===== src/design/pte_pkg.sv =====
`timescale 1ns / 1ps

package pte_pkg;

   localparam int QueueDepth = 4;
   localparam int QueuePtrBits = $clog2(QueueDepth);
   localparam int QueueCountBits = $clog2(QueueDepth + 1);

   localparam logic [2:0] HeaderLen = 3'd5;

   localparam logic [7:0] CH_PERCENT   = 8'h25;
   localparam logic [7:0] CH_P         = 8'h50;
   localparam logic [7:0] CH_D         = 8'h44;
   localparam logic [7:0] CH_F         = 8'h46;
   localparam logic [7:0] CH_DASH      = 8'h2D;
   localparam logic [7:0] CH_B         = 8'h42;
   localparam logic [7:0] CH_T         = 8'h54;
   localparam logic [7:0] CH_E         = 8'h45;
   localparam logic [7:0] CH_LPAREN    = 8'h28;
   localparam logic [7:0] CH_RPAREN    = 8'h29;
   localparam logic [7:0] CH_BACKSLASH = 8'h5C;
   localparam logic [7:0] CH_LOWER_N   = 8'h6E;
   localparam logic [7:0] CH_LOWER_R   = 8'h72;
   localparam logic [7:0] CH_LOWER_T   = 8'h74;
   localparam logic [7:0] CH_SPACE     = 8'h20;
   localparam logic [7:0] CH_TAB       = 8'h09;
   localparam logic [7:0] CH_LF        = 8'h0A;
   localparam logic [7:0] CH_CR        = 8'h0D;

   localparam int SlotText0 = 0;
   localparam int SlotText1 = 1;
   localparam int SlotDone  = 2;

   // results caused by one request: two text slots and the done slot
   typedef struct packed {
      logic [2:0] slot_valid;
      logic [7:0] text0;
      logic [7:0] text1;
      logic       status;
   } bundle_type;

   typedef struct packed {
      logic full;
      logic empty;
   } queue_status_type;

   function automatic logic is_ws(logic [7:0] c);
      return (c == CH_SPACE) || ((c >= CH_TAB) && (c <= CH_CR));
   endfunction

   function automatic logic [7:0] hdr_byte(logic [2:0] k);
      logic [7:0] r;
      case (k)
         3'd0: r = CH_PERCENT;
         3'd1: r = CH_P;
         3'd2: r = CH_D;
         3'd3: r = CH_F;
         3'd4: r = CH_DASH;
         default: r = 8'h00;
      endcase
      return r;
   endfunction

endpackage


===== src/design/pdf_text_operator_extractor.sv =====
`timescale 1ns / 1ps

// Streams a PDF file one byte per request (req_last_byte on the final byte) and
// returns the text found in parenthesised strings inside BT/ET blocks, then one
// done response carrying the header status (0 when the file starts with "%PDF-").
// A request is taken every cycle unless req_stall is high; each byte decides the
// byte two places back, so text lags by two bytes; the last byte also decides
// the byte one back. One request yields zero to three responses, which leave
// one per cycle from an output register while rsp_stall is low. A four-entry
// queue of per-request response groups sits between the classifier and the
// output stage; req_stall rises only when that queue is full, so with rsp_stall
// low one byte per cycle is sustained if responses average at most one per byte.
module pdf_text_operator_extractor import pte_pkg::*; (
   input  logic       clock,
   input  logic       reset,
   input  logic       req_valid,
   output logic       req_stall,
   input  logic [7:0] req_in_byte,
   input  logic       req_last_byte,
   output logic       rsp_valid,
   input  logic       rsp_stall,
   output logic [7:0] rsp_text_byte,
   output logic       rsp_byte_valid,
   output logic       rsp_done_res,
   output logic       rsp_header_status
);

   queue_status_type q_status;
   logic             push;
   logic             pop;
   bundle_type       push_data;
   bundle_type       head_data;

   pte_front u_front (
      .clock         (clock),
      .reset         (reset),
      .req_valid     (req_valid),
      .req_stall     (req_stall),
      .req_in_byte   (req_in_byte),
      .req_last_byte (req_last_byte),
      .q_status      (q_status),
      .push          (push),
      .push_data     (push_data)
   );

   pte_queue u_queue (
      .clock     (clock),
      .reset     (reset),
      .push      (push),
      .push_data (push_data),
      .pop       (pop),
      .head_data (head_data),
      .q_status  (q_status)
   );

   pte_back u_back (
      .clock             (clock),
      .reset             (reset),
      .head_data         (head_data),
      .q_status          (q_status),
      .pop               (pop),
      .rsp_valid         (rsp_valid),
      .rsp_stall         (rsp_stall),
      .rsp_text_byte     (rsp_text_byte),
      .rsp_byte_valid    (rsp_byte_valid),
      .rsp_done_res      (rsp_done_res),
      .rsp_header_status (rsp_header_status)
   );

endmodule


===== src/design/pte_front.sv =====
`timescale 1ns / 1ps

module pte_front import pte_pkg::*; (
   input  logic             clock,
   input  logic             reset,
   input  logic             req_valid,
   output logic             req_stall,
   input  logic [7:0]       req_in_byte,
   input  logic             req_last_byte,
   input  queue_status_type q_status,
   output logic             push,
   output bundle_type       push_data
);

   typedef struct packed {
      logic in_bt;
      logic in_string;
      logic skip_next;
      logic output_nonempty;
      logic output_ends_newline;
   } text_state_type;

   typedef struct packed {
      text_state_type st;
      logic           emit;
      logic [7:0]     ch;
   } dec_result_type;

   function automatic dec_result_type decide(text_state_type st, logic [7:0] prev,
                                             logic has_prev, logic [7:0] cur,
                                             logic [7:0] nxt, logic [7:0] nxt2,
                                             logic has_nxt2);
      dec_result_type r;
      logic left;
      logic right;
      logic guarded;
      r.st = st;
      r.emit = 1'b0;
      r.ch = 8'h00;
      left = !has_prev || is_ws(prev);
      right = !has_nxt2 || is_ws(nxt2);
      guarded = has_prev && (prev == CH_BACKSLASH);
      if (st.skip_next) begin
         r.st.skip_next = 1'b0;
      end else if ((nxt == CH_T) && left && right && ((cur == CH_B) || (cur == CH_E))) begin
         r.st.in_bt = (cur == CH_B);
         r.st.skip_next = 1'b1;
      end else if (st.in_bt) begin
         if ((cur == CH_LPAREN) && !guarded) begin
            r.st.in_string = 1'b1;
         end else if ((cur == CH_RPAREN) && !guarded) begin
            r.st.in_string = 1'b0;
            if (st.output_nonempty && !st.output_ends_newline) begin
               r.emit = 1'b1;
               r.ch = CH_SPACE;
            end
         end else if (st.in_string) begin
            r.emit = 1'b1;
            if (cur == CH_BACKSLASH) begin
               r.st.skip_next = 1'b1;
               if (nxt == CH_LOWER_N) begin
                  r.ch = CH_LF;
               end else if (nxt == CH_LOWER_R) begin
                  r.ch = CH_CR;
               end else if (nxt == CH_LOWER_T) begin
                  r.ch = CH_TAB;
               end else begin
                  r.ch = nxt;
               end
            end else begin
               r.ch = cur;
            end
         end
      end
      if (r.emit) begin
         r.st.output_nonempty = 1'b1;
         r.st.output_ends_newline = (r.ch == CH_LF);
      end
      return r;
   endfunction

   logic [7:0]     win0_ff, win1_ff, win2_ff;
   logic [7:0]     win0_in, win1_in, win2_in;
   logic [2:0]     seen_ff, seen_in;
   logic           hdr_good_ff, hdr_good_in;
   text_state_type st_ff, st_in;

   logic           accept;
   logic           hg;
   dec_result_type d1, d2;
   logic [2:0]     seen_next;

   assign req_stall = q_status.full;
   assign accept = req_valid && !req_stall;

   always_comb begin
      hg = hdr_good_ff && !((seen_ff < HeaderLen) && (req_in_byte != hdr_byte(seen_ff)));
      if (seen_ff >= 3'd2) begin
         d1 = decide(st_ff, win2_ff, seen_ff >= 3'd3, win1_ff, win0_ff, req_in_byte, 1'b1);
      end else begin
         d1 = '{st: st_ff, emit: 1'b0, ch: 8'h00};
      end
      if (req_last_byte && (seen_ff >= 3'd1)) begin
         d2 = decide(d1.st, win1_ff, seen_ff >= 3'd2, win0_ff, req_in_byte, 8'h00, 1'b0);
      end else begin
         d2 = '{st: d1.st, emit: 1'b0, ch: 8'h00};
      end
      seen_next = (seen_ff < HeaderLen) ? seen_ff + 3'd1 : HeaderLen;

      push_data.slot_valid[SlotText0] = d1.emit && hg;
      push_data.slot_valid[SlotText1] = d2.emit && hg;
      push_data.slot_valid[SlotDone] = req_last_byte;
      push_data.text0 = d1.ch;
      push_data.text1 = d2.ch;
      push_data.status = !(hg && (seen_next >= HeaderLen));
      push = accept && (push_data.slot_valid != 3'b000);

      win0_in = win0_ff;
      win1_in = win1_ff;
      win2_in = win2_ff;
      seen_in = seen_ff;
      hdr_good_in = hdr_good_ff;
      st_in = st_ff;
      if (accept) begin
         if (req_last_byte) begin
            win0_in = 8'h00;
            win1_in = 8'h00;
            win2_in = 8'h00;
            seen_in = 3'd0;
            hdr_good_in = 1'b1;
            st_in = '0;
         end else begin
            win0_in = req_in_byte;
            win1_in = win0_ff;
            win2_in = win1_ff;
            seen_in = seen_next;
            hdr_good_in = hg;
            st_in = d2.st;
         end
      end
   end

   always_ff @(posedge clock) begin
      if (reset) begin
         win0_ff <= 8'h00;
         win1_ff <= 8'h00;
         win2_ff <= 8'h00;
         seen_ff <= 3'd0;
         hdr_good_ff <= 1'b1;
         st_ff <= '0;
      end else begin
         win0_ff <= win0_in;
         win1_ff <= win1_in;
         win2_ff <= win2_in;
         seen_ff <= seen_in;
         hdr_good_ff <= hdr_good_in;
         st_ff <= st_in;
      end
   end

endmodule


===== src/design/pte_queue.sv =====
`timescale 1ns / 1ps

module pte_queue import pte_pkg::*; (
   input  logic             clock,
   input  logic             reset,
   input  logic             push,
   input  bundle_type       push_data,
   input  logic             pop,
   output bundle_type       head_data,
   output queue_status_type q_status
);

   bundle_type                mem_ff [QueueDepth];
   logic [QueuePtrBits-1:0]   wr_ptr_ff, wr_ptr_in;
   logic [QueuePtrBits-1:0]   rd_ptr_ff, rd_ptr_in;
   logic [QueueCountBits-1:0] count_ff, count_in;

   assign q_status.full = (count_ff == QueueCountBits'(QueueDepth));
   assign q_status.empty = (count_ff == '0);
   assign head_data = mem_ff[rd_ptr_ff];

   always_comb begin
      wr_ptr_in = push ? wr_ptr_ff + QueuePtrBits'(1) : wr_ptr_ff;
      rd_ptr_in = pop ? rd_ptr_ff + QueuePtrBits'(1) : rd_ptr_ff;
      count_in = count_ff;
      if (push && !pop) begin
         count_in = count_ff + QueueCountBits'(1);
      end else if (pop && !push) begin
         count_in = count_ff - QueueCountBits'(1);
      end
   end

   always_ff @(posedge clock) begin
      if (push) begin
         mem_ff[wr_ptr_ff] <= push_data;
      end
   end

   always_ff @(posedge clock) begin
      if (reset) begin
         wr_ptr_ff <= '0;
         rd_ptr_ff <= '0;
         count_ff <= '0;
      end else begin
         wr_ptr_ff <= wr_ptr_in;
         rd_ptr_ff <= rd_ptr_in;
         count_ff <= count_in;
      end
   end

endmodule


===== src/design/pte_back.sv =====
`timescale 1ns / 1ps

module pte_back import pte_pkg::*; (
   input  logic             clock,
   input  logic             reset,
   input  bundle_type       head_data,
   input  queue_status_type q_status,
   output logic             pop,
   output logic             rsp_valid,
   input  logic             rsp_stall,
   output logic [7:0]       rsp_text_byte,
   output logic             rsp_byte_valid,
   output logic             rsp_done_res,
   output logic             rsp_header_status
);

   logic [2:0] slots_ff, slots_in;
   logic [7:0] text0_ff, text0_in;
   logic [7:0] text1_ff, text1_in;
   logic       status_ff, status_in;

   logic [2:0] pick;
   logic [2:0] remaining;
   logic       take;

   always_comb begin
      pick = slots_ff & (~slots_ff + 3'd1);
      rsp_valid = (slots_ff != 3'b000);
      take = rsp_valid && !rsp_stall;
      rsp_text_byte = 8'h00;
      rsp_byte_valid = 1'b0;
      rsp_done_res = 1'b0;
      rsp_header_status = 1'b0;
      if (pick[SlotText0]) begin
         rsp_text_byte = text0_ff;
         rsp_byte_valid = 1'b1;
      end else if (pick[SlotText1]) begin
         rsp_text_byte = text1_ff;
         rsp_byte_valid = 1'b1;
      end else if (pick[SlotDone]) begin
         rsp_done_res = 1'b1;
         rsp_header_status = status_ff;
      end

      remaining = take ? (slots_ff & ~pick) : slots_ff;
      pop = (remaining == 3'b000) && !q_status.empty;
      slots_in = remaining;
      text0_in = text0_ff;
      text1_in = text1_ff;
      status_in = status_ff;
      if (pop) begin
         slots_in = head_data.slot_valid;
         text0_in = head_data.text0;
         text1_in = head_data.text1;
         status_in = head_data.status;
      end
   end

   always_ff @(posedge clock) begin
      if (reset) begin
         slots_ff <= 3'b000;
      end else begin
         slots_ff <= slots_in;
      end
   end

   always_ff @(posedge clock) begin
      text0_ff <= text0_in;
      text1_ff <= text1_in;
      status_ff <= status_in;
   end

endmodule

===== config.mk =====
export PLATFORM = sky130hd
export DESIGN_NAME = pdf_text_operator_extractor
export DESIGN_NICKNAME = d
export VERILOG_FILES = /design/src/design/pte_pkg.sv /design/src/design/pdf_text_operator_extractor.sv /design/src/design/pte_front.sv /design/src/design/pte_queue.sv /design/src/design/pte_back.sv
export SDC_FILE = /design/constraint.sdc
export NUM_CORES = 1
export LEC_CHECK = 0
export ABC_AREA = 1
export BUFFER_PORTS_ARGS = -buffer_cell sky130_fd_sc_hd__buf_2
export CAP_MARGIN = 10
export CORE_ASPECT_RATIO = 1.5
export CORE_MARGIN = 2
export CORE_UTILIZATION = 57
export CTS_CLUSTER_DIAMETER = 50
export DETAILED_ROUTE_END_ITERATION = 10
export GPL_TIMING_DRIVEN = 0
export HOLD_SLACK_MARGIN = 0.08
export PLACE_DENSITY = 0.78
export SYNTH_ARGS = -nofsm -noshare
export SYNTH_HDL_FRONTEND = slang
export SYNTH_SLANG_ARGS = --single-unit

===== constraint.sdc =====
create_clock -name clock -period 5.97 [get_ports clock]
set_input_delay 0.8955 -clock clock [delete_from_list [all_inputs] [get_ports clock]]
set_output_delay 0.8955 -clock clock [all_outputs]
set_load 0.02 [all_outputs]

### Word level (Yosys, flattened, before mapping)

Memory sizes are Yosys's and may differ from the RTL's. A register that Yosys moved wholly into a read port is not among the register bits.
Cells that the tools add are included.

* memories: 1
* bits in registers: 60
* input bits: 13
* output and inout bits: 13
* logic and storage cells: 201
* RAM bits: 80

Memories
* u_queue.mem_ff: depth 4, bits a word 20, read ports 1, clocked after memory_dff 1, write ports 1, line pte_queue.sv:13 `bundle_type mem_ff [QueueDepth];`

* bitwise gates (word level): 4
* equality and inequality tests: 30
* $lt $le $gt $ge: 11
* reductions and logical operators: 54
* $add $sub $neg: 6
* multiplexer cells: 78

Operator list (count)
* two-way mux 9 bit: 16
* equality test 8 x 7 -> 1 bit (second input constant): 15
* two-way mux 8 bit: 13
* equality test 8 x 6 -> 1 bit (second input constant): 7
* one-hot mux 7 bit (5 select lines): 1
* two-way mux 1 bit: 31
* logical AND 1 bit: 28
* two-way mux 14 bit: 2
* >= comparator 8 x 4 -> 1 bit (second input constant): 3
* less-or-equal comparator 8 x 4 -> 1 bit (second input constant): 3
* two-way mux 3 bit: 6
* equality test 8 x 4 -> 1 bit (second input constant): 2
* two-way mux 2 bit: 8
* zero test 1 bit: 13
* adder 3 x 1 -> 3 bit (second input constant): 3
* zero test 3 bit: 3
* inequality test 8 x 7 -> 1 bit: 1
* logical OR 1 bit: 7
* AND 3 bit: 2
* equality test 3 x 2 -> 1 bit (second input constant): 2
* equality test 3 bit (second input constant): 2
* >= comparator 3 x 2 -> 1 bit (second input constant): 2
* inverter 3 bit: 2
* nonzero test 3 bit: 2
* 8 further kinds: 9

### Depth between registers and ports, before layout

* word-level depth: 34
* depth in mapped cells: 22
* depth with buffers taken out: 22

### Modules after synthesis

A second synthesis with hierarchy kept.

* cell total of the unflattened synthesis: 778
* area total of the unflattened synthesis: 6844.1 um^2

By module, submodules not included
* pte_queue: area each 3385.7 um^2, instances 1, cells each 252
* pte_front: area each 2642.5 um^2, instances 1, cells each 457
* pte_back: area each 815.8 um^2, instances 1, cells each 69

### Least setup slack after synthesis

OpenSTA, ideal clock, no wires.

* kind: input-to-reg
* start: in req_in_byte[3]
* end: mem u_queue.mem_ff[0][0] in the netlist's numbering (enable)
* library setup time: 397 ps
* cell stages on the path: 11
* data required time: 5573 ps
* buffers on the path: 0
* data arrival time: 2686 ps
* path slack: 2888 ps
* cell sequence: inv_1 > xor2_1 > nor2_1 > nand2_1 > nor2_1 > nand2_1 > a21boi_2 > nand2_1 > nand2_2 > nand2_1 > nor2_1

* longest elaborated chain between the ends: 26

Ends and longest elaborated chain
* from (decl): line pdf_text_operator_extractor.sv:18 `input logic [7:0] req_in_byte,`
* >= comparator 8 x 4 -> 1 bit / less-or-equal comparator 8 x 4 -> 1 bit (equally long branches): line pte_pkg.sv:48 `return (c == CH_SPACE) || ((c >= CH_TAB) && (c <= CH_CR));`
* logical AND 1 bit: line pte_pkg.sv:48
* logical OR 1 bit: line pte_pkg.sv:48
* logical AND 1 bit (2 in series): line pte_front.sv:45 `end else if ((nxt == CH_T) && left && right && ((cur == CH_B) || (cur == CH_E))) begin`
* two-way mux 9 bit: line pte_front.sv:45
* two-way mux 9 bit: line pte_front.sv:43 `if (st.skip_next) begin`
* two-way mux 9 bit: line pte_front.sv:98 `if (seen_ff >= 3'd2) begin`
* equality test 8 x 4 -> 1 bit: line pte_front.sv:77 `r.st.output_ends_newline = (r.ch == CH_LF);`
* [... 9 more ...]
* two-way mux 9 bit: line pte_front.sv:43
* two-way mux 9 bit: line pte_front.sv:103 `if (req_last_byte && (seen_ff >= 3'd1)) begin`
* two-way mux 14 bit: line pte_front.sv:103
* logical AND 1 bit: line pte_front.sv:111 `push_data.slot_valid[SlotText1] = d2.emit && hg;`
* nonzero test 3 bit *: line pte_front.sv:116 `push = accept && (push_data.slot_valid != 3'b000);`
* logical AND 1 bit *: line pte_front.sv:116
* two-way mux 1 bit *: line pte_queue.sv:34 `if (push) begin`
* two-way mux 1 bit (not written as such) *: line pte_queue.sv:35 `mem_ff[wr_ptr_ff] <= push_data;`
* to (decl): line pte_queue.sv:13

Mark *: on every way between the ends. The rest lies on a longest branch, timed or not. The select of a mux whose other input is x is not followed.

### Worst setup path in the final report

* start: reg u_front.seen_ff[1]
* end: reg u_queue.count_ff[2]

* longest elaborated chain between the ends: 29

Ends and longest elaborated chain
* from (decl): line pte_front.sv:84 `logic [2:0] seen_ff, seen_in;`
* from (signal assigned): line pte_front.sv:155 `seen_ff <= seen_in;`
* >= comparator 3 x 2 -> 1 bit: line pte_front.sv:99 `d1 = decide(st_ff, win2_ff, seen_ff >= 3'd3, win1_ff, win0_ff, req_in_byte, 1'b1);`
* logical AND 1 bit: line pte_front.sv:42 `guarded = has_prev && (prev == CH_BACKSLASH);`
* zero test 1 bit: line pte_front.sv:49, pte_front.sv:51
* logical AND 1 bit: line pte_front.sv:51 `end else if ((cur == CH_RPAREN) && !guarded) begin`
* two-way mux 9 bit: line pte_front.sv:51
* two-way mux 9 bit: line pte_front.sv:49 `if ((cur == CH_LPAREN) && !guarded) begin`
* two-way mux 9 bit: line pte_front.sv:48 `end else if (st.in_bt) begin`
* two-way mux 9 bit: line pte_front.sv:45
* [... 14 more ...]
* two-way mux 14 bit: line pte_front.sv:103
* logical AND 1 bit: line pte_front.sv:111
* nonzero test 3 bit *: line pte_front.sv:116
* logical AND 1 bit *: line pte_front.sv:116
* via push: line pdf_text_operator_extractor.sv:29 `logic push;`
* zero test 1 bit: line pte_queue.sv:28 `end else if (pop && !push) begin`
* logical AND 1 bit: line pte_queue.sv:28
* nonzero test 2 bit (no line)
* to (signal assigned): line pte_queue.sv:47 `count_ff <= count_in;`
* to (decl): line pte_queue.sv:16 `logic [QueueCountBits-1:0] count_ff, count_in;`

The timed path passes the listed nets; every way through them passes the cells marked *. The select of a mux whose other input is x is not followed.
A chain may end at the register's enable or synchronous reset.

==> results.toml <==
[cells_and_area]
utilization_pct = 66.4
drive_above_1_share_pct = 14.0
layout-area-overhead-vs-synth_pct = 14.2
layout.nets = 875
antenna_cells = 0
finalNonFillerCells = 1016

[floorplanning]
die_w_um = 93.9
dieArea_um2 = 13000
start_util_pct = 58.2
coreArea_um2 = 11900
io_pins = 26
fp.dieH_um = 139
rows = 49

[placed_design]
port_buffers = 24
dp.cells = 984
place_congestion = 0.952
dpl.hpwl_um = 13100

[global_routing]
grt_pass1_wl_um = 28400
grt.overflow.total = 0
grt_max_degree = 24
grt_pass1_vias = 5697
grt_usage_pct = 28.7
antenna_found_initial = 0

[synth]
ys_types = 38
synth-simple-area-share_pct = 24.4
synthXorXnorAreaFrac_pct = 0.507
muxShareOfSynthArea_pct = 0
seq_area_frac_synth_pct = 55.1
syn_area_um2 = 6920
synth_seq_cells = 142
syn_nets = 828
synth-main-ff-cell = "edfxtp_1"
synthAdderAreaFrac_pct = 2.28
yosys-top-cells-area = "edfxtp_1 (42%), dfxtp_1 (13%), nand2_1 (9.6%)"
synth_edf_count = 97
avgSynthCellArea_um2 = 8.61
ys_async_sr_fraction_pct = 0
yosysTopAreaCellShare_pct = 42.1
synth_top_area_cell = "edfxtp_1"
synth_cells = 803
synth_compound_area_share_pct = 11.3
yosys_warnings = 0
synth_top_family_by_area = "simple AND/OR/NAND/NOR gates"

[route]
avgRoutedWirePerCell_um = 17.1
drtIter0Drc = 350
drc = 0
routed-wl-met3_um = 787
via_per_inst = 5.61
drt-total-wl_um = 17400
highest_layer = "met4"
route.vias.total = 5702
dr.pass1.iters = 5
ant_nets = 0
wl_met1_um = 6130
route.met2.wl_um = 9630

[worst_setup_path]
cp_max_fo = 9
path_buf_inv = 3
worstPathArrival_ps = 3800
crit_slowest_cell = "dfxtp_1"
crit_top_cell = "nand2_1"
worstPathRequired_ps = 6330
cp_cell_sequence = "ha_1 -> ha_1 -> inv_1 -> a21oi_1 -> nand4_1 -> nor2_1 -> nand2_1 -> a21boi_2 -> nand2_1 -> nand2_2 -> nand2_1 -> inv_1 -> ha_1 -> inv_1 -> fa_1 -> nor2_1 -> nor2_1 -> nand2_1 -> o21ai_0 -> a21oi_1"
crit_path_end_kind = "register"
slowest_delay_ps = 500
critPathTopFamily = "adder cells"
critPathKind = "register to register"
worstSetupStartpointType = "register"

[job]
cap_violations = 0

[timing]
fin_skew_ps = 10.3
tns_ps = 0
setup_viol = 0
hold_viol = 0
min_period_ps = 3440
max_slew_margin_pct = 48.0
slew_violations = 0
rsz0062_at_grt = "no"
worst_slew_pin_slew_ps = 780
fin_crit_sh_pct = 57.6
timing.fmax_ghz = 0.291

[status]
status = "completed"

[clock_tree]
numCtsBuffers = 17
root_buffer = "clkbuf_16"
cts_max_level = 4
post_cts_resized = 0
cts.sinks = 142
cts_setup_buffers = 0
clkTransAtPathRegs_ps = 70
hold_buffers = 0
clk_path_buf_depth = 2
clk_latency_ps = 420
cts_tree = "yes"

[power_and_ir_drop]
pwr-share-comb_pct = 25.1
p_leak_nw = 3.06
power_density_nw_per_um2 = 381
power.internal_mw = 1.98
power.net_switching_mw = 1.03
ir_drop_uv = 218
clock_power_share_pct = 32.5
p_sw_share_pct = 34.3
seq_power_share_pct = 42.4

[hold_path]
min_path_type = "register to register"
-- cell type report --
type,count,area [um^2]
plain buffers,27,123
clock buffers,18,429
clock inverters,14,123
fillers,968,3990
inverters,86,324
multi-input cells,548,2670
flip-flops and latches,142,3810
well taps,153,191
repair buffers,28,230
-- per-stage QoR --
stage	setup slack (ps)	hold slack [ps]	power (mW)	instance area [um^2]
after CTS	2540	474	3.01	7900
after global placement	1750	453	2.00	7230
after global routing	2170	486	3.16	7900
after floorplan	2890	435	1.79	6920
final	2530	473	3.01	7900
after detailed placement	2360	457	2.04	7350
-- tightest hold or removal path, stage by stage (launching register included) --
cell	delay, ps
dfxtp_1	300
inv_1	60
a21oi_1	70
-- synth_stat cells (3+ instances only) --
master and instances:
o21ai_0 55, nand3_2 6, a21oi_1 53, dfxtp_1 45, ha_1 11, nor3_1 7, xor2_1 3, nor2_1 122
o211ai_1 4, nor2_2 15, nand4_1 7, inv_2 10, inv_1 74, nand2_2 10, buf_2 5, nand2_1 177
o22ai_1 20, nand3_1 37, nor2_4 3, clkbuf_1 20, edfxtp_1 97
-- power groups by stage --
stage | registers [mW] | logic, mW | clock network [mW]
detailed placement | 1.30 | 0.746 | 0
floorplan | 1.27 | 0.516 | 0
finish | 1.28 | 0.754 | 0.979
global route | 1.29 | 0.839 | 1.04
global placement | 1.29 | 0.703 | 0
CTS | 1.28 | 0.752 | 0.986
-- cells by family (layout without fill, tap and decap cells) --
group | after synthesis | count (layout)
xor gates and xnor gates | 4 | 4
adders and majority gates | 12 | 12
AOI/OAI and AO/OA | 142 | 142
DFF | 142 | 142
buffers and inverters | 113 | 173
and+or+nand+nor | 390 | 390
-- state kept, by name, indices dropped and copies added (netlist names), named ones only --
register             flops
u_back.slots_ff          3
u_back.status_ff         1
u_back.text0_ff          8
u_back.text1_ff          8
u_front.hdr_good_ff      1
u_front.seen_ff          3
u_front.st_ff            5
u_front.win0_ff          8
u_front.win1_ff          8
u_front.win2_ff          8
u_queue.count_ff         3
u_queue.mem_ff          80
u_queue.rd_ptr_ff        2
u_queue.wr_ptr_ff        2
-- cells in the final DEF (no fill, tap or decap), types with 3 or more instances in the layout --
cell type and count:
a21oi_1 53, buf_16 4, buf_2 29, clkbuf_1 21
clkbuf_16 17, clkinvlp_4 4, dfxtp_1 45, edfxtp_1 97
ha_1 11, inv_1 74, inv_2 10, inv_6 6
nand2_1 177, nand2_2 10, nand3_1 37, nand3_2 6
nand4_1 7, nor2_1 118, nor2_2 19, nor2_4 3
nor3_1 7, o211ai_1 4, o21ai_0 55, o22ai_1 20
xor2_1 3
-- routing by layer --
| layer | global-route usage, % | vias to the layer above |
|---|---|---|
| met3 | 5.92 | 52 |
| met4 | 14.6 | 0 |
| met2 | 52.2 | 186 |
| met5 | 0 | - |
| li1 | - | 2782 |
| met1 | 30.6 | 2682 |
-- worst paths after layout --
| kind | cells past startpoint | from | endpoint | slack, ps |
|---|---|---|---|---|
| max | 20 | u_front.seen_ff[1] | u_queue.count_ff[2] | 2530 |
| min | 2 | u_queue.rd_ptr_ff[1] | u_queue.rd_ptr_ff[1] | 470 |
| max reg2reg | 20 | u_front.seen_ff[1] | u_queue.count_ff[2] | 2530 |
| min reg2reg | 2 | u_queue.rd_ptr_ff[1] | u_queue.rd_ptr_ff[1] | 470 |
Note: power is estimated with default switching activity, not from simulation.
